[config.mk]
export PLATFORM = sky130hd
export DESIGN_NAME = gha_ctrl
export DESIGN_NICKNAME = d
export VERILOG_FILES = /design/src/rtl/gha_pkg.sv /design/src/rtl/gha_ctrl.sv
export SDC_FILE = /design/constraint.sdc
export NUM_CORES = 1
export LEC_CHECK = 0
export BUFFER_PORTS_ARGS = -buffer_cell sky130_fd_sc_hd__buf_2
export CAP_MARGIN = 20
export CORE_MARGIN = 3
export CORE_UTILIZATION = 30
export DETAILED_ROUTE_END_ITERATION = 12
export PLACE_DENSITY = 0.51
export SLEW_MARGIN = 20
export SYNTH_ARGS = -nofsm -noshare
export SYNTH_HDL_FRONTEND = slang
export SYNTH_SLANG_ARGS = --single-unit
[constraint.sdc]
create_clock -name clk_i -period 4.5 [get_ports clk_i]
set_input_delay 0.225 -clock clk_i [delete_from_list [all_inputs] [get_ports clk_i]]
set_output_delay 0.225 -clock clk_i [all_outputs]
set_load 0.01 [all_outputs]
[src/rtl/gha_pkg.sv]
// ----------------------------------------------------------------------------
// gha_pkg
// Shared types and codes of the generational handle allocator.
// ----------------------------------------------------------------------------
package gha_pkg;

  localparam int unsigned FUNC_W   = 2;
  localparam int unsigned STATUS_W = 2;

  typedef enum logic [FUNC_W-1:0] {
    FUNC_ALLOC = 2'd0,
    FUNC_FREE  = 2'd1,
    FUNC_CHECK = 2'd2
  } gha_func_e;

  typedef enum logic [STATUS_W-1:0] {
    ST_OK      = 2'd0,
    ST_INVALID = 2'd1,
    ST_FULL    = 2'd2
  } gha_status_e;

  typedef enum logic {
    STATE_IDLE = 1'b0,
    STATE_EXEC = 1'b1
  } gha_state_e;

  // Strobes of one memory port pair.
  typedef struct packed {
    logic rd_en;
    logic wr_en;
  } gha_mem_ctl_t;

endpackage

[src/rtl/gha_ctrl.sv]
// ----------------------------------------------------------------------------
// gha_ctrl
// Sequencer, counters and result register: issues the memory reads at
// accept, then decides, writes back and loads the result.
// ----------------------------------------------------------------------------
module gha_ctrl
  import gha_pkg::*;
#(
  parameter int unsigned MAX_SLOTS    = 1024,
  parameter int unsigned VERSION_BITS = 16,
  parameter int unsigned IDX_W        = $clog2(MAX_SLOTS),
  parameter int unsigned CNT_W        = $clog2(MAX_SLOTS + 1),
  parameter int unsigned VM_W         = VERSION_BITS + 1,
  parameter int unsigned STK_W        = IDX_W + VERSION_BITS
) (
  input  logic                    clk_i,
  input  logic                    rst_ni,
  input  logic                    in_valid_i,
  output logic                    in_ready_o,
  input  logic [FUNC_W-1:0]       func_i,
  input  logic [IDX_W-1:0]        req_index_i,
  input  logic [VERSION_BITS-1:0] req_version_i,
  output logic                    out_valid_o,
  input  logic                    out_ready_i,
  output logic [IDX_W-1:0]        out_index_o,
  output logic [VERSION_BITS-1:0] out_version_o,
  output logic [STATUS_W-1:0]     status_o,
  output gha_mem_ctl_t            vmem_ctl_o,
  output logic [IDX_W-1:0]        vmem_raddr_o,
  output logic [IDX_W-1:0]        vmem_waddr_o,
  output logic [VM_W-1:0]         vmem_wdata_o,
  input  logic [VM_W-1:0]         vmem_rdata_i,
  output gha_mem_ctl_t            stk_ctl_o,
  output logic [IDX_W-1:0]        stk_raddr_o,
  output logic [IDX_W-1:0]        stk_waddr_o,
  output logic [STK_W-1:0]        stk_wdata_o,
  input  logic [STK_W-1:0]        stk_rdata_i
);

  gha_state_e state_q, state_d;

  logic [FUNC_W-1:0]       func_q;
  logic [IDX_W-1:0]        idx_q;
  logic [VERSION_BITS-1:0] ver_q;

  logic [CNT_W-1:0] free_count_q, free_count_d;
  logic [CNT_W-1:0] fresh_next_q, fresh_next_d;
  logic [CNT_W-1:0] free_count_dec;

  logic                    out_valid_q, out_valid_d;
  logic [IDX_W-1:0]        out_index_q, out_index_d;
  logic [VERSION_BITS-1:0] out_version_q, out_version_d;
  logic [STATUS_W-1:0]     status_q, status_d;

  logic                    accept;
  logic                    fire;
  logic                    vm_live;
  logic [VERSION_BITS-1:0] vm_ver;
  logic [VERSION_BITS-1:0] ver_inc;
  logic [IDX_W-1:0]        stk_idx;
  logic [VERSION_BITS-1:0] stk_ver;
  logic                    handle_ok;
  logic                    vm_wr;
  logic                    stk_wr;

  // Next state
  always_comb begin
    state_d = state_q;
    unique case (state_q)
      STATE_IDLE: if (in_valid_i) state_d = STATE_EXEC;
      STATE_EXEC: if (!out_valid_q || out_ready_i) state_d = STATE_IDLE;
      default:    state_d = STATE_IDLE;
    endcase
  end

  // FSM outputs
  always_comb begin
    in_ready_o = 1'b0;
    fire       = 1'b0;
    unique case (state_q)
      STATE_IDLE: in_ready_o = 1'b1;
      STATE_EXEC: fire       = !out_valid_q || out_ready_i;
      default:    in_ready_o = 1'b0;
    endcase
  end

  assign accept         = in_valid_i && in_ready_o;
  assign free_count_dec = free_count_q - CNT_W'(1);

  // Reads go out with the transaction; data is ready in the execute cycle.
  assign vmem_raddr_o = req_index_i;
  assign stk_raddr_o  = free_count_dec[IDX_W-1:0];

  // Decide and write back
  always_comb begin
    vm_live   = vmem_rdata_i[VERSION_BITS];
    vm_ver    = vmem_rdata_i[VERSION_BITS-1:0];
    ver_inc   = vm_ver + VERSION_BITS'(1);
    stk_idx   = stk_rdata_i[STK_W-1:VERSION_BITS];
    stk_ver   = stk_rdata_i[VERSION_BITS-1:0];
    handle_ok = (CNT_W'(idx_q) < fresh_next_q) && vm_live && (vm_ver == ver_q);

    free_count_d  = free_count_q;
    fresh_next_d  = fresh_next_q;
    out_index_d   = idx_q;
    out_version_d = ver_q;
    status_d      = ST_INVALID;
    vm_wr         = 1'b0;
    stk_wr        = 1'b0;
    vmem_waddr_o  = idx_q;
    vmem_wdata_o  = {1'b0, ver_inc};
    stk_waddr_o   = free_count_q[IDX_W-1:0];
    stk_wdata_o   = {idx_q, ver_inc};

    unique case (func_q)
      FUNC_ALLOC: begin
        priority if (free_count_q != '0) begin
          // pop: the stack entry carries the version set at free time
          free_count_d  = free_count_dec;
          out_index_d   = stk_idx;
          out_version_d = stk_ver;
          status_d      = ST_OK;
          vm_wr         = 1'b1;
          vmem_waddr_o  = stk_idx;
          vmem_wdata_o  = {1'b1, stk_ver};
        end else if (fresh_next_q < CNT_W'(MAX_SLOTS)) begin
          fresh_next_d  = fresh_next_q + CNT_W'(1);
          out_index_d   = fresh_next_q[IDX_W-1:0];
          out_version_d = VERSION_BITS'(1);
          status_d      = ST_OK;
          vm_wr         = 1'b1;
          vmem_waddr_o  = fresh_next_q[IDX_W-1:0];
          vmem_wdata_o  = {1'b1, VERSION_BITS'(1)};
        end else begin
          status_d = ST_FULL;
        end
      end
      FUNC_FREE: begin
        if (handle_ok && (free_count_q < CNT_W'(MAX_SLOTS))) begin
          free_count_d = free_count_q + CNT_W'(1);
          status_d     = ST_OK;
          vm_wr        = 1'b1;
          stk_wr       = 1'b1;
        end
      end
      FUNC_CHECK: status_d = handle_ok ? ST_OK : ST_INVALID;
      default:    status_d = ST_INVALID;
    endcase
  end

  assign vmem_ctl_o = '{rd_en: accept, wr_en: fire && vm_wr};
  assign stk_ctl_o  = '{rd_en: accept, wr_en: fire && stk_wr};

  assign out_valid_d = fire ? 1'b1 : (out_ready_i ? 1'b0 : out_valid_q);

  always_ff @(posedge clk_i or negedge rst_ni) begin
    if (!rst_ni) begin
      state_q      <= STATE_IDLE;
      free_count_q <= '0;
      fresh_next_q <= '0;
      out_valid_q  <= 1'b0;
    end else begin
      state_q     <= state_d;
      out_valid_q <= out_valid_d;
      if (fire) begin
        free_count_q <= free_count_d;
        fresh_next_q <= fresh_next_d;
      end
    end
  end

  always_ff @(posedge clk_i) begin
    if (accept) begin
      func_q <= func_i;
      idx_q  <= req_index_i;
      ver_q  <= req_version_i;
    end
    if (fire) begin
      out_index_q   <= out_index_d;
      out_version_q <= out_version_d;
      status_q      <= status_d;
    end
  end

  assign out_valid_o   = out_valid_q;
  assign out_index_o   = out_index_q;
  assign out_version_o = out_version_q;
  assign status_o      = status_q;

endmodule

==> run metrics <==
CTS sink count=80; unrepaired setup endpoints after global routing=no; TritonCTS clock tree=done; Syn Nets=511; reg-to-reg setup timing slack=roughly 1600 ps; Hold Fails Final Rpt=0; Clock Latency Late Sink=340 ps; Metal-1 WL=about 6.2 mm; post-route cell area=0.005918 mm^2; Initial Util=30.99%; skew final=10.37 ps; Post-synth EDFFs=between 50 and 60; IO buf count=191; Site Rows=44; commonest non-fill, non-tap cell in the layout=buf_2; period utilization=roughly 72%; top cells by area, synth=edfxtp_1 37%, dfrtp_1 13%, xnor2_1 7.5%; Clock Pin Slew Worst Setup and Hold Paths=roughly 70 ps; asr flop ratio synth=around 30%; WHS=54.94 ps; highest net fanout along the worst path=32; Net Sw Frac=35.28%; Max Fclk=307.2 MHz; GRT Total Usage=16.61%; routed wl met2=6.599 mm; Post-Syn Instances=422; run status=finished, final reports clean; antenna violations before repair=0; share of cells above drive strength 1=37.29%; Ports=192; Die W=129.0 um; placed insts=between 700 and 800; Final Max Tran Viols=0; # resized after CTS=0; drt total wl=~14 mm; Mapped Avg Cell Area=about 11 um^2; startpoint types=flip-flop; Final Util=40.41%; kind of critical path=reg2out; pin count of the biggest net entering global routing=33; cell area after placement=0.005552 mm^2; highest routed layer=met4; synthesized area=0.004538 mm^2; htree depth=3; Worst Hold Class=in2reg; Logic pwr share=33.4%; relative slew slack=31.96%; first-pass GRT wire length=21.22 mm; vias in the first global route=3,906; GP Congestion=about 0.89; Synthesis Warnings=0; Peak VDD IR=0.2073 mV; die height=129.0 um; drt first pass iters=4; 1st-iter DRT viols=196; root buffer cell=clkbuf_16; Avg WL per Cell=17.74 um; vias post-DR=3,862; Max-Cap Viols=0; CP Capture Type=output pin; cell internal pwr=2.001 mW; met3 wire len=884 um; Core Region=0.01464 mm^2; Yosys top cell area share=approximately 37%; DP HPWL=10.54 mm; Seq/Total Area, Yosys=50.29%; final std cells w/o fill=783; share of power burned in registers=38.6%; hold-critical path depth=1; most frequent cells in the layout=191 x buf_2, 56 x edfxtp_1, 39 x xnor2_1, 31 x nand2_1, 31 x nor2_1; Worst Path Arrival=between 3000 and 4000 ps; gr ovfl total=0; PD cells=~520 mW/mm^2; Pleak=2.673 nW; reg2reg path depth=8; DRC=0; Worst Max-Slew Pin Slew=approximately 1000 ps; clock tree buffer depth=2; Post-synth top flop=edfxtp_1; Sum Neg Setup Slack=0 ps; Avg Vias per Cell=4.932; Detail Route Antenna Nets=0; post-synth cell types=49; power share of the clock group=between 20 and 30%; minimum clock period=3255 ps; required time worst endpoint=4280 ps; setup violators final=0; dominant cell type by area after synthesis=edfxtp_1; Final #Nets=682; area of the die=0.01664 mm^2; Synth-to-Final Area Change=30.41%; Psw=1.091 mW; cts bufs inserted=9; FF+latch count, synth=80
## cells in the mapped netlist, types with 2 or more instances
cell type	count
a21o_1	3
a21oi_1	22
a22o_1	26
a31oi_1	3
and2_1	4
and3_1	9
buf_1	3
buf_2	2
buf_4	22
clkbuf_1	11
dfrtp_1	24
edfxtp_1	56
ha_1	14
inv_1	19
mux2i_1	2
nand2_1	31
nand2b_1	2
nand3_1	12
nand4_1	9
nand4_2	2
nor2_1	32
nor2b_1	4
nor3_1	11
nor4_1	5
nor4_2	2
o2111ai_1	2
o211ai_1	2
o21ai_0	4
o22ai_1	10
or4_4	2
xnor2_1	39
xor2_1	16
## final cells by class
type	count	area, um^2
Sequential cell	80	2282
Multi-Input combinational cell	285	1967
Fill cell	1460	8726
Timing Repair Buffer	198	1011
Antenna cell	1	2.502
Inverter	19	71.32
Clock inverter	6	115.1
Clock buffer	10	239.0
Tap cell	184	230.2
## logic make-up after synthesis
| kind of cell | synth area share (%) |
|---|---|
| muxes | 0.4412 |
| AOI/OAI and AO/OA | 12.77 |
| adders and majority gates | 3.860 |
| and+or+nand+nor | 15.44 |
| xor gates and xnor gates | 10.61 |
| buffers and inverters | 6.590 |
| DFF | 50.29 |
## per-layer routing
metal / global-route usage (%) / up-vias
li1: - / 1867
met1: 21.83 / 1845
met2: 27.04 / 135
met3: 3.778 / 15
met4: 5.683 / 0
met5: 0 / -
## sequential cells by signal, indices dropped and copies added, names as in the netlist
signal	count
free_count_q	11
fresh_next_q	11
func_q	2
idx_q	10
out_index_o	10
out_valid_o	1
out_version_o	16
state_q	1
status_o	2
ver_q	16
## repair_timing
item,in CTS,in global routing
hold buffers,1,0
buffers inserted,0,0
hold endpoints to repair,24,0
## worst max-delay path, stage by stage, from the launching register on
cell and delay, ps:
dfrtp_1 430, inv_1 160, ha_1 170, or4b_1 480
nor4_2 160, buf_4 260, nand2_1 90, nand2_1 90
buf_4 330, o21ai_0 160, and2_1 210, buf_2 140
## power by group through the flow
stage	combinational, mW	sequential [mW]	clock [mW]
after global placement	1.05	1.20	0
final	1.03	1.19	0.867
after detailed placement	1.05	1.21	0
after global routing	1.14	1.22	0.927
after CTS	1.05	1.19	0.895
after floorplan	0.646	1.19	0
## stage by stage
stage               worst slack, ps  total power [mW]
floorplan                      1896             1.831
global placement               1652             2.246
detailed placement             1613             2.254
CTS                            1221             3.142
global route                   1098             3.285
finish                         1245             3.092
## final timing paths
path / startpoint / endpoint
max in group asynchronous: rst_ni / fresh_next_q[6]$_DFFE_PN0P_
setup / recovery: free_count_q[0]$_DFFE_PN0P_ / vmem_ctl_o[0]
min in group asynchronous: rst_ni / free_count_q[9]$_DFFE_PN0P_
setup reg to reg: fresh_next_q[8]$_DFFE_PN0P_ / free_count_q[4]$_DFFE_PN0P_
hold reg to reg: out_valid_o$_DFFE_PN0P_ / out_valid_o$_DFFE_PN0P_
hold / removal: req_version_i[1] / ver_q[1]$_DFFE_PP_
(Power assumes the default switching activity.)
